$ cat src/rtl/citc_pkg.sv
// Shared types and constants for the compacting item count table.
// No dependencies.
package citc_pkg;

   localparam int unsigned ENTRIES_DEFAULT = 64;
   localparam int unsigned ID_W            = 16;
   localparam int unsigned CNT_W           = 16;

   localparam logic [CNT_W-1:0] COUNT_MAX = '1;

   localparam logic [1:0] CMD_PLACE  = 2'd0;
   localparam logic [1:0] CMD_PICKUP = 2'd1;
   localparam logic [1:0] CMD_QUERY  = 2'd2;

   typedef struct packed {
      logic [1:0]       command;
      logic [ID_W-1:0]  item_id;
      logic [CNT_W-1:0] amount;
   } req_type;

   typedef struct packed {
      logic             ok;
      logic [CNT_W-1:0] count;
      logic             table_full;
   } rsp_type;

   typedef struct packed {
      logic [ID_W-1:0]  item_id;
      logic [CNT_W-1:0] count;
   } entry_type;

endpackage

$ cat src/rtl/citc_entry_ram.sv
// Entry store: one write port, one read port, registered read data.
// Depends on citc_pkg for the entry type.
module citc_entry_ram #(
   parameter int unsigned DEPTH = citc_pkg::ENTRIES_DEFAULT
) (
   input  logic                       clock,
   input  logic                       wr_en,
   input  logic [$clog2(DEPTH)-1:0]   wr_addr,
   input  citc_pkg::entry_type        wr_data,
   input  logic                       rd_en,
   input  logic [$clog2(DEPTH)-1:0]   rd_addr,
   output citc_pkg::entry_type        rd_data
);
   import citc_pkg::*;

   entry_type mem_ff [DEPTH];
   entry_type rd_data_ff;

   always_ff @(posedge clock) begin
      if (wr_en) begin
         mem_ff[wr_addr] <= wr_data;
      end
      if (rd_en) begin
         rd_data_ff <= mem_ff[rd_addr];
      end
   end

   assign rd_data = rd_data_ff;

endmodule

$ cat src/rtl/compacting_item_count_table_core.sv
// Compacting item count table core.
// Handles one request at a time: a linear scan for the id, then an update, and on a pickup
// that empties and removes its entry, a shift that moves each later entry up one slot.
// The next request is taken in the same cycle the response shows, once any stalled earlier
// response has been taken; the pace is set by the linear scan and the single RAM read port.
// Reset clears fill count and control; RAM is not swept.
module compacting_item_count_table_core #(
   parameter int unsigned ENTRIES = citc_pkg::ENTRIES_DEFAULT
) (
   input  logic              clock,
   input  logic              reset,
   input  logic              req_valid,
   output logic              req_ready,
   input  citc_pkg::req_type req_data,
   output logic              rsp_valid,
   input  logic              rsp_ready,
   output citc_pkg::rsp_type rsp_data
);
   import citc_pkg::*;

   // Slot index and fill count widths; the fill count must hold ENTRIES itself.
   localparam int unsigned IDX_W = (ENTRIES > 1) ? $clog2(ENTRIES) : 1;
   localparam int unsigned USE_W = $clog2(ENTRIES + 1);
   localparam int unsigned CMP_W = USE_W + 1;
   localparam logic [USE_W-1:0] FULL_FILL = USE_W'(ENTRIES);

   typedef enum logic [2:0] {
      S_IDLE,
      S_SCAN,
      S_UPDATE,
      S_SHIFT,
      S_RESP
   } state_type;

   state_type        state_ff, state_in;
   logic [1:0]       cmd_ff, cmd_in;
   logic [ID_W-1:0]  id_ff, id_in;
   logic [CNT_W-1:0] amt_ff, amt_in;
   logic [USE_W-1:0] used_ff, used_in;     // entries live in slots 0 .. used-1
   logic [USE_W-1:0] scan_ff, scan_in;     // next slot to read
   logic             rd_vld_ff, rd_vld_in; // RAM output holds slot hit_ff
   logic [IDX_W-1:0] hit_ff, hit_in;
   logic [CNT_W-1:0] cur_ff, cur_in;       // count of the matching entry
   logic             found_ff, found_in;
   logic [IDX_W-1:0] mv_ff, mv_in;         // compaction write slot
   rsp_type          res_ff, res_in;
   logic             rsp_valid_ff, rsp_valid_in;
   rsp_type          rsp_data_ff, rsp_data_in;

   logic             ram_wr_en;
   logic [IDX_W-1:0] ram_wr_addr;
   entry_type        ram_wr_data;
   logic             ram_rd_en;
   logic [IDX_W-1:0] ram_rd_addr;
   entry_type        ram_rd_data;

   citc_entry_ram #(
      .DEPTH (ENTRIES)
   ) u_ram (
      .clock   (clock),
      .wr_en   (ram_wr_en),
      .wr_addr (ram_wr_addr),
      .wr_data (ram_wr_data),
      .rd_en   (ram_rd_en),
      .rd_addr (ram_rd_addr),
      .rd_data (ram_rd_data)
   );

   assign req_ready = (state_ff == S_IDLE);
   assign rsp_valid = rsp_valid_ff;
   assign rsp_data  = rsp_data_ff;

   // All RAM accesses come from this one sequencer, one request at a time, so a
   // read never meets a write to the same slot in the same cycle: the FSM is the
   // interlock. During compaction slot j is written while slot j+2 is read.
   always_comb begin
      logic [CNT_W:0]   sum_wide;
      logic [CNT_W-1:0] diff;
      logic             match;

      state_in     = state_ff;
      cmd_in       = cmd_ff;
      id_in        = id_ff;
      amt_in       = amt_ff;
      used_in      = used_ff;
      scan_in      = scan_ff;
      rd_vld_in    = rd_vld_ff;
      hit_in       = hit_ff;
      cur_in       = cur_ff;
      found_in     = found_ff;
      mv_in        = mv_ff;
      res_in       = res_ff;
      rsp_valid_in = rsp_valid_ff && !rsp_ready;
      rsp_data_in  = rsp_data_ff;

      ram_wr_en    = 1'b0;
      ram_wr_addr  = hit_ff;
      ram_wr_data  = '{item_id: id_ff, count: cur_ff};
      ram_rd_en    = 1'b0;
      ram_rd_addr  = scan_ff[IDX_W-1:0];

      sum_wide = {1'b0, cur_ff} + {1'b0, amt_ff};
      diff     = cur_ff - amt_ff;
      match    = rd_vld_ff && (ram_rd_data.item_id == id_ff);

      unique case (state_ff)
         S_IDLE: begin
            if (req_valid) begin
               cmd_in    = req_data.command;
               id_in     = req_data.item_id;
               amt_in    = req_data.amount;
               scan_in   = '0;
               rd_vld_in = 1'b0;
               found_in  = 1'b0;
               res_in    = '0;
               if (req_data.item_id == '0 ||
                   (req_data.command != CMD_PLACE && req_data.command != CMD_PICKUP &&
                    req_data.command != CMD_QUERY)) begin
                  state_in = S_RESP;  // ignored: zero id or unused command code
               end else begin
                  state_in = S_SCAN;
               end
            end
         end

         S_SCAN: begin
            if (match) begin
               found_in = 1'b1;
               cur_in   = ram_rd_data.count;
               state_in = S_UPDATE;
            end else if (scan_ff < used_ff) begin
               ram_rd_en   = 1'b1;
               ram_rd_addr = scan_ff[IDX_W-1:0];
               hit_in      = scan_ff[IDX_W-1:0];
               rd_vld_in   = 1'b1;
               scan_in     = scan_ff + 1'b1;
            end else begin
               found_in = 1'b0;
               state_in = S_UPDATE;
            end
         end

         S_UPDATE: begin
            state_in = S_RESP;
            res_in   = '0;
            case (cmd_ff)
               CMD_PLACE: begin
                  if (found_ff) begin
                     ram_wr_en = 1'b1;
                     ram_wr_addr = hit_ff;
                     ram_wr_data.count = sum_wide[CNT_W] ? COUNT_MAX : sum_wide[CNT_W-1:0];
                     res_in.ok    = 1'b1;
                     res_in.count = ram_wr_data.count;
                  end else if (used_ff < FULL_FILL) begin
                     // append in the first empty slot
                     ram_wr_en         = 1'b1;
                     ram_wr_addr       = used_ff[IDX_W-1:0];
                     ram_wr_data.count = amt_ff;
                     used_in           = used_ff + 1'b1;
                     res_in.ok         = 1'b1;
                     res_in.count      = amt_ff;
                  end else begin
                     res_in.table_full = 1'b1;
                  end
               end
               CMD_PICKUP: begin
                  if (found_ff && amt_ff > cur_ff) begin
                     res_in.count = cur_ff;  // too few: report, leave alone
                  end else if (found_ff) begin
                     res_in.ok    = 1'b1;
                     res_in.count = diff;
                     if (diff != '0) begin
                        ram_wr_en         = 1'b1;
                        ram_wr_addr       = hit_ff;
                        ram_wr_data.count = diff;
                     end else if (CMP_W'(hit_ff) + 1'b1 < CMP_W'(used_ff)) begin
                        // emptied with entries behind it: start the shift
                        ram_rd_en   = 1'b1;
                        ram_rd_addr = IDX_W'(CMP_W'(hit_ff) + 1'b1);
                        mv_in       = hit_ff;
                        state_in    = S_SHIFT;
                     end else begin
                        used_in = used_ff - 1'b1;  // emptied last entry
                     end
                  end
               end
               CMD_QUERY: begin
                  res_in.ok    = found_ff;
                  res_in.count = found_ff ? cur_ff : '0;
               end
               default: begin
                  res_in = '0;
               end
            endcase
         end

         S_SHIFT: begin
            // RAM output holds slot mv+1; move it up one slot
            ram_wr_en   = 1'b1;
            ram_wr_addr = mv_ff;
            ram_wr_data = ram_rd_data;
            if (CMP_W'(mv_ff) + 2'd2 < CMP_W'(used_ff)) begin
               ram_rd_en   = 1'b1;
               ram_rd_addr = IDX_W'(CMP_W'(mv_ff) + 2'd2);
               mv_in       = mv_ff + 1'b1;
            end else begin
               used_in  = used_ff - 1'b1;
               state_in = S_RESP;
            end
         end

         S_RESP: begin
            if (!rsp_valid_ff || rsp_ready) begin
               rsp_valid_in = 1'b1;
               rsp_data_in  = res_ff;
               state_in     = S_IDLE;
            end
         end

         default: begin
            state_in = S_IDLE;
         end
      endcase
   end

   always_ff @(posedge clock) begin
      if (reset) begin
         state_ff     <= S_IDLE;
         used_ff      <= '0;
         rd_vld_ff    <= 1'b0;
         rsp_valid_ff <= 1'b0;
      end else begin
         state_ff     <= state_in;
         used_ff      <= used_in;
         rd_vld_ff    <= rd_vld_in;
         rsp_valid_ff <= rsp_valid_in;
      end
      cmd_ff      <= cmd_in;
      id_ff       <= id_in;
      amt_ff      <= amt_in;
      scan_ff     <= scan_in;
      hit_ff      <= hit_in;
      cur_ff      <= cur_in;
      found_ff    <= found_in;
      mv_ff       <= mv_in;
      res_ff      <= res_in;
      rsp_data_ff <= rsp_data_in;
   end

endmodule

$ cat config.mk
export PLATFORM = sky130hd
export DESIGN_NAME = compacting_item_count_table_core
export DESIGN_NICKNAME = d
export VERILOG_FILES = /design/src/rtl/citc_pkg.sv /design/src/rtl/citc_entry_ram.sv /design/src/rtl/compacting_item_count_table_core.sv
export SDC_FILE = /design/constraint.sdc
export NUM_CORES = 2
export LEC_CHECK = 0
export ABC_AREA = 1
export BUFFER_PORTS_ARGS = -buffer_cell sky130_fd_sc_hd__clkbuf_2
export CAP_MARGIN = 30
export CELL_PAD_IN_SITES_DETAIL_PLACEMENT = 1
export CELL_PAD_IN_SITES_GLOBAL_PLACEMENT = 2
export CORE_MARGIN = 10
export CORE_UTILIZATION = 39
export DETAILED_ROUTE_END_ITERATION = 12
export PLACE_DENSITY = 0.73
export SLEW_MARGIN = 15
export SYNTH_ARGS = -nofsm -noshare
export SYNTH_HDL_FRONTEND = slang
export SYNTH_SLANG_ARGS = --single-unit
$ cat constraint.sdc
create_clock -name clock -period 5.01 [get_ports clock]
set_clock_uncertainty 0.1 [all_clocks]
set_input_delay 1.002 -clock clock [delete_from_list [all_inputs] [get_ports clock]]
set_output_delay 1.002 -clock clock [all_outputs]
set_load 0.1 [all_outputs]
== Word-level counts from Yosys, hierarchy flattened ==
Memory sizes are Yosys's and may differ from the RTL's. A register that Yosys moved wholly into a read port is not among the register bits.
Cells that the tools add are included.
Storage, ports and cells
  logic and storage cells: 179
  register bits after elaboration: 118
  memories: 1
  input port bits: 38
  bits in writable memories: 2048
  output and inout port bits: 20
Memories
  u_ram.mem_ff: depth 64, width 32, read ports 1, clocked after Yosys merged registers in 1, wr ports 1, line citc_entry_ram.sv:16  | entry_type mem_ff [DEPTH];
Cells by class
  reduce and logical (&&, ||, !) cells: 27
  mux-type cells: 91
  add/sub/neg operators: 8
  order comparisons: 5
  bitwise gates (word level): 1
  equality and inequality tests: 28
Operators by type and width (count)
  16-bit 2-to-1 mux: 9
  6-bit 2-to-1 mux: 15
  7-bit 2-to-1 mux: 10
  16-bit case mux with 2 select lines: 2
  17-bit 2-to-1 mux: 3
  17-bit case mux with 3 select lines: 1
  7-bit case mux with 2 select lines: 3
  18-bit case mux with 2 select lines: 1
  6-bit case mux with 2 select lines: 3
  3-bit 2-to-1 mux: 11
  1-bit 2-to-1 mux: 26
  2-bit != test, second input constant: 11
  3-bit != test, second input constant: 7
  18-bit 2-to-1 mux: 1
  16-bit by 16-bit adder with 17-bit output: 1
  16-bit equality test: 1
  16-bit greater-than comparator: 1
  16-bit logical NOT: 1
  8-bit by 7-bit less-than comparator with 1-bit output: 2
  16-bit nonzero test: 1
  16-bit subtractor: 1
  3-bit case mux with 5 select lines: 1
  7-bit by 1-bit adder with 7-bit output, second input constant: 2
  9-bit AND reduction: 1
  other kinds (26): 45

== Longest topological paths before layout ==
  depth after elaboration: 9
  gate-level depth with buffers: 30
  gate-level depth less buffers: 26

== Hierarchy ==
From an unflattened synthesis, not the netlist that was laid out.
Second synthesis, totals
  cell total of the unflattened synthesis: 8157
  area, all modules: 93006.7 µm²
Modules (own cells, without submodules)
  citc_entry_ram: area an instance 83106.0 µm², sequential area each 62459.9 µm², cells an instance 6785, instances 1
  compacting_item_count_table_core: area an instance 9900.7 µm², sequential area each 3423.3 µm², cells an instance 1372, instances 1

== Worst setup path after synthesis ==
Ideal clock, no wire load.
  path type: register to register
  from: register state_ff[0]
  to: register res_ff[0] (netlist name) (enable)
  data required time: 4.537 ns
  arrival: 4.935 ns
  setup slack: -0.398 ns
  setup time: 0.373 ns
  buffers on the path: 0
  stages on the path, launching flop included: 6
  clock period less this slack: 5.408 ns
  path through: dfxtp_1 -> nor3_1 -> inv_1 -> nor2_1 -> nor2_1 -> inv_1
On the way
  word-level cells in the longest chain between the ends: 3
  elaborated cells on any way between the ends: 5
  classes of those cells: eq/ne (2); reduce/logical (3)
Ends and longest elaborated chain
  start: declaration: line compacting_item_count_table_core.sv:35  | state_type state_ff, state_in;
  start signal: assignment: line compacting_item_count_table_core.sv:233  | state_ff <= state_in;
  3-bit logical NOT *
  via req_ready: line compacting_item_count_table_core.sv:13  | output logic req_ready,
  2-bit != test (no line) or 2-bit nonzero test (tied branches)
  2-bit AND reduction (no line) *
  end signal: assignment: line compacting_item_count_table_core.sv:246  | res_ff <= res_in;
  end: declaration: line compacting_item_count_table_core.sv:46  | rsp_type res_ff, res_in;
The timed path passes the listed nets; every way through them passes the cells marked *.
A chain may end at the register's enable or synchronous reset.

== Worst setup path after layout ==
  from: register cur_ff[1]
  to: register, netlist name u_ram.rd_data[18]
On the way
  word-level cells in the longest chain between the ends: 7
  elaborated cells on any way between the ends: 14
  classes of those cells: add/sub (1); order compare (1); mux (10); reduce/logical (2)
Ends and longest elaborated chain
  start: declaration: line compacting_item_count_table_core.sv:43  | logic [CNT_W-1:0] cur_ff, cur_in;
  start signal: assignment: line compacting_item_count_table_core.sv:243  | cur_ff <= cur_in;
  16-bit subtractor: line compacting_item_count_table_core.sv:103  | diff = cur_ff - amt_ff;
  16-bit nonzero test: line compacting_item_count_table_core.sv:172  | if (diff != '0) begin
  1-bit 2-to-1 mux or 6-bit 2-to-1 mux (tied branches): line compacting_item_count_table_core.sv:172
  1-bit 2-to-1 mux or 6-bit 2-to-1 mux (tied branches): line compacting_item_count_table_core.sv:169  | end else if (found_ff) begin
  1-bit 2-to-1 mux or 6-bit 2-to-1 mux (tied branches): line compacting_item_count_table_core.sv:167  | if (found_ff && amt_ff > cur_ff) begin
  1-bit 2-to-1 mux or 6-bit 2-to-1 mux (tied branches): line compacting_item_count_table_core.sv:146  | case (cmd_ff)
  1-bit case mux with 3 select lines or 6-bit case mux with 2 select lines (tied branches): line compacting_item_count_table_core.sv:106  | unique case (state_ff)
Several ways; a longest one is shown, not always the timed one.

==> impl_results.md <==
- Number of buffers added by the clock tree synthesis step: 234
- Maximum fanout count along the critical path: 25
- Endpoint arrival time on the critical path: 5.37 ns
- Final max-slew violation count: 0
- Number of cells traversed by the worst hold path: 1
- Number of endpoints with negative hold slack in the final report: 0
- CTS H-tree depth: 4
- Fraction of the mapped netlist area in compound gates: 0.0209
- Maximum ir drop on the vdd rail: 0.334 mV
- Quantity of hold-fixing buffers added after cts: 0
- Mux cell area share after synthesis: 0
- Overall routing resource usage: 0.251
- Buffers and inverters on the worst path: 5
- Sinks on Clock Net: 2,198
- Share of synthesized area occupied by flip-flops and latches: 0.683
- Min-Delay Endpoint: id_ff[4]
- Kind of cell with the highest combined delay on the critical path: simple AND/OR/NAND/NOR gates
- Die Span X: 517 um
- Area share of the largest cell type after synthesis: 0.681
- Initial core utilization: 0.392
- Gr ovfl total: 0
- Number of search-and-repair iterations in the first detailed-routing pass: 5
- Largest family of logic cells by synthesized area: simple AND/OR/NAND/NOR gates
- Start of the worst register-to-register path: cur_ff[1]
- Max Root-Sink Buffers: 3
- Top post-synthesis cells by area: sky130_fd_sc_hd__edfxtp_1 68%, sky130_fd_sc_hd__nand2_1 12%, sky130_fd_sc_hd__nand3_1 11%, sky130_fd_sc_hd__buf_2 1.9%, sky130_fd_sc_hd__inv_1 1.4%
- Share of synthesized cell area in and, or, nand and nor gates: 0.242
- Die Y: 517 um
- Share of the core filled with cells: 0.462
- Routed via count divided by cell count: 5.65
- Number of nets in the final layout: 9,407
- Clk slew on worst S/H paths: 0.06 ns
- Area overhead of the layout relative to synthesis: 17.8%
- Maximum number of pins on one net before global-route repair: 104
- Final critical-path share of the clock period: 0.962
- #FFs+latches synth: 2,198
- Slew at the pin closest to its max-slew limit: 0.911 ns
- Number of placed instances with taps included: 12,300
- CP dominant cell by count: sky130_fd_sc_hd__nand3_1
- Number of rows created at floorplan: 182
- Shortest period the worst path allows: 4.82 ns
- Worst-Skew Late Latency: 0.92 ns
- Die Footprint: 268,000 um2
- ANT nets after route: 0
- Critical path launch point type: flop
- Io pins: 58
- Number of enable flip-flop cells after synthesis: 2,186
- Critical path's slowest cell: sky130_fd_sc_hd__edfxtp_1
- Vias in the first global route: 73,400
- Worst endpoint required time: 5.56 ns
- P_leak: 43.8 nW
- Xor-xnor portion of the synthesized cell area: 0.00227
- R2R cell count: 26
- Gate count after technology mapping: 9,016
- Wire length of the first global-routing pass: 504 mm
- Worst Path Class, Setup: flop to flop
- CTS Root Cell: sky130_fd_sc_hd__clkbuf_16
- Rel. slew slack: 0.391
- Antenna violations before repair: 10
- Weighted congestion reported at the end of routability-driven placement: 0.857
- Number of violations of the max-capacitance limit: 0
- Number of nets produced by synthesis: 9,113
- Library cell occupying the most area in the post-synthesis netlist: sky130_fd_sc_hd__edfxtp_1
- Count of buffers inserted at the top-level ports: 57
- Hold path startpoint: req_data[20]
- Final HPWL from detailed placement: 208 mm
- Count of different cell masters after synthesis: 50
- R2R setup slack: 0.19 ns
- Setup Viol. Count Final: 0
- Most frequent cells in the layout: 3,129 x sky130_fd_sc_hd__nand2_1, 2,186 x sky130_fd_sc_hd__edfxtp_1, 2,004 x sky130_fd_sc_hd__nand3_1
- Total number of yosys warnings: 0
- Result of the run: completed
- Kind of end point of the critical path: flop
- Fmax: 208 MHz
- Cell Pwr Density: 557 nW/um2
- Most common cell after layout, fill and taps aside: sky130_fd_sc_hd__nand2_1
- Via Count: 71,900
- Number of DRC markers after the initial detailed-route iteration: 6,848
- Async set-reset flop share out of synthesis: 0
- Share of final-layout standard cells stronger than drive strength 1: 0.119
- Worst min-delay path class: input pin to flop
- Average wire per cell in the routed design: 27.2 um
- Adder-cell area share of the yosys netlist: 0.00781
- Top flip-flop cell by instance count after synthesis: sky130_fd_sc_hd__edfxtp_1
- Clock tree from TritonCTS: yes
- Total DRC errors in the routed layout: 0
- Core ar.: 246,000 um2
- Worst path max stage delay: 0.39 ns
- Total detailed-routing wirelength: 346 mm
- Average cell area after synthesis: 10.7 um2
- Non-filler cells in the finished layout: 12,700
- Endpoint of the worst register-to-register path: u_ram.rd_data[18]
- Total standard cell area after synthesis: 96,400 um2
[routing by layer]
layer,part of all wire,up-vias,wire (um),GRT usage
li1,-,32000,-,-
met1,0.44,37100,153000,0.352
met2,0.48,2253,165000,0.417
met3,0.056,508,19500,0.0286
met4,0.026,0,9010,0.0680
met5,0,-,0,0
[how the worst max path moves through the flow]
stage	start	end	slack (ns)	depth (start not counted)
global placement	amt_ff[0]	u_ram.rd_data[23]	-0.17	24
CTS	amt_ff[0]	u_ram.rd_data[19]	0.01	26
floorplan	amt_ff[0]	u_ram.mem_ff[0][10]	0.08	25
detailed placement	cur_ff[5]	u_ram.rd_data[23]	-0.11	23
finish	cur_ff[1]	u_ram.rd_data[18]	0.19	26
global route	cur_ff[11]	u_ram.rd_data[23]	-0.05	24
[through the flow]
stage	setup slack, ns	setup TNS (ns)	hold WS, ns	power, mW	cell area [um2]
after global placement	-0.169	-0.607	0.306	45.3	105000
final	0.192	0	0.189	63.3	114000
after floorplan	0.0755	0	0.300	35.3	96500
after CTS	0.0116	0	0.116	63.0	113000
after detailed placement	-0.114	-0.400	0.308	45.6	105000
after global routing	-0.0536	-0.121	0.157	66.4	114000
[cell usage after synthesis (14+ instances only)]
library cell	count
sky130_fd_sc_hd__clkbuf_1	149
sky130_fd_sc_hd__xor2_1	20
sky130_fd_sc_hd__edfxtp_1	2186
sky130_fd_sc_hd__buf_2	374
sky130_fd_sc_hd__nand4_1	25
sky130_fd_sc_hd__o211ai_1	96
sky130_fd_sc_hd__o21ai_0	72
sky130_fd_sc_hd__inv_1	357
sky130_fd_sc_hd__a21oi_1	92
sky130_fd_sc_hd__nor2_1	158
sky130_fd_sc_hd__buf_1	31
sky130_fd_sc_hd__buf_4	29
sky130_fd_sc_hd__nor3_1	17
sky130_fd_sc_hd__o221ai_1	15
sky130_fd_sc_hd__ha_1	57
sky130_fd_sc_hd__nand3_1	2043
sky130_fd_sc_hd__nand3b_1	33
sky130_fd_sc_hd__nand2_1	3137
sky130_fd_sc_hd__nor4_1	14
[report_power, final]
group	internal (mW)	leakage, nW	switching, mW
registers	21.3	19.8	0.352
clock network	9.80	3.64	7.47
logic	7.72	20.4	16.6
total	38.8	43.8	24.4
[logic make-up after synthesis]
group | count (synthesis)
AO/OA/AOI/OAI | 322
XOR/XNOR | 25
adder cells (fa/ha/maj) | 59
buffers and inverters | 957
flip-flops | 2198
AND/OR/NAND/NOR | 5455
[registers in the layout, indices dropped and copies added, names as in the netlist, 3 cells and up]
register       flops
u_ram.mem_ff    2048
u_ram.rd_data     32
res_ff            18
rsp_data          18
amt_ff            16
cur_ff            16
id_ff             16
scan_ff            7
used_ff            7
hit_ff             6
mv_ff              6
state_ff           3
[timing repair]
item	in CTS	in global routing
pin swaps	0	4
endpoints found under the setup margin	10	458
setup buffers	0	13
gates resized for setup	12	58
gates cloned	0	6
endpoints found under the hold margin	0	0
[cell type report]
class	instances	area, um2
clock inverter	131	1400
fill	26200	132000
antenna	2	5.00
clock buffer	293	6120
sequential	2198	65900
timing repair buffer	648	7380
inverter	367	1400
tap	3220	4030
multi-input combinational	5861	27400
No activity file was read; power rests on OpenSTA's default activity.
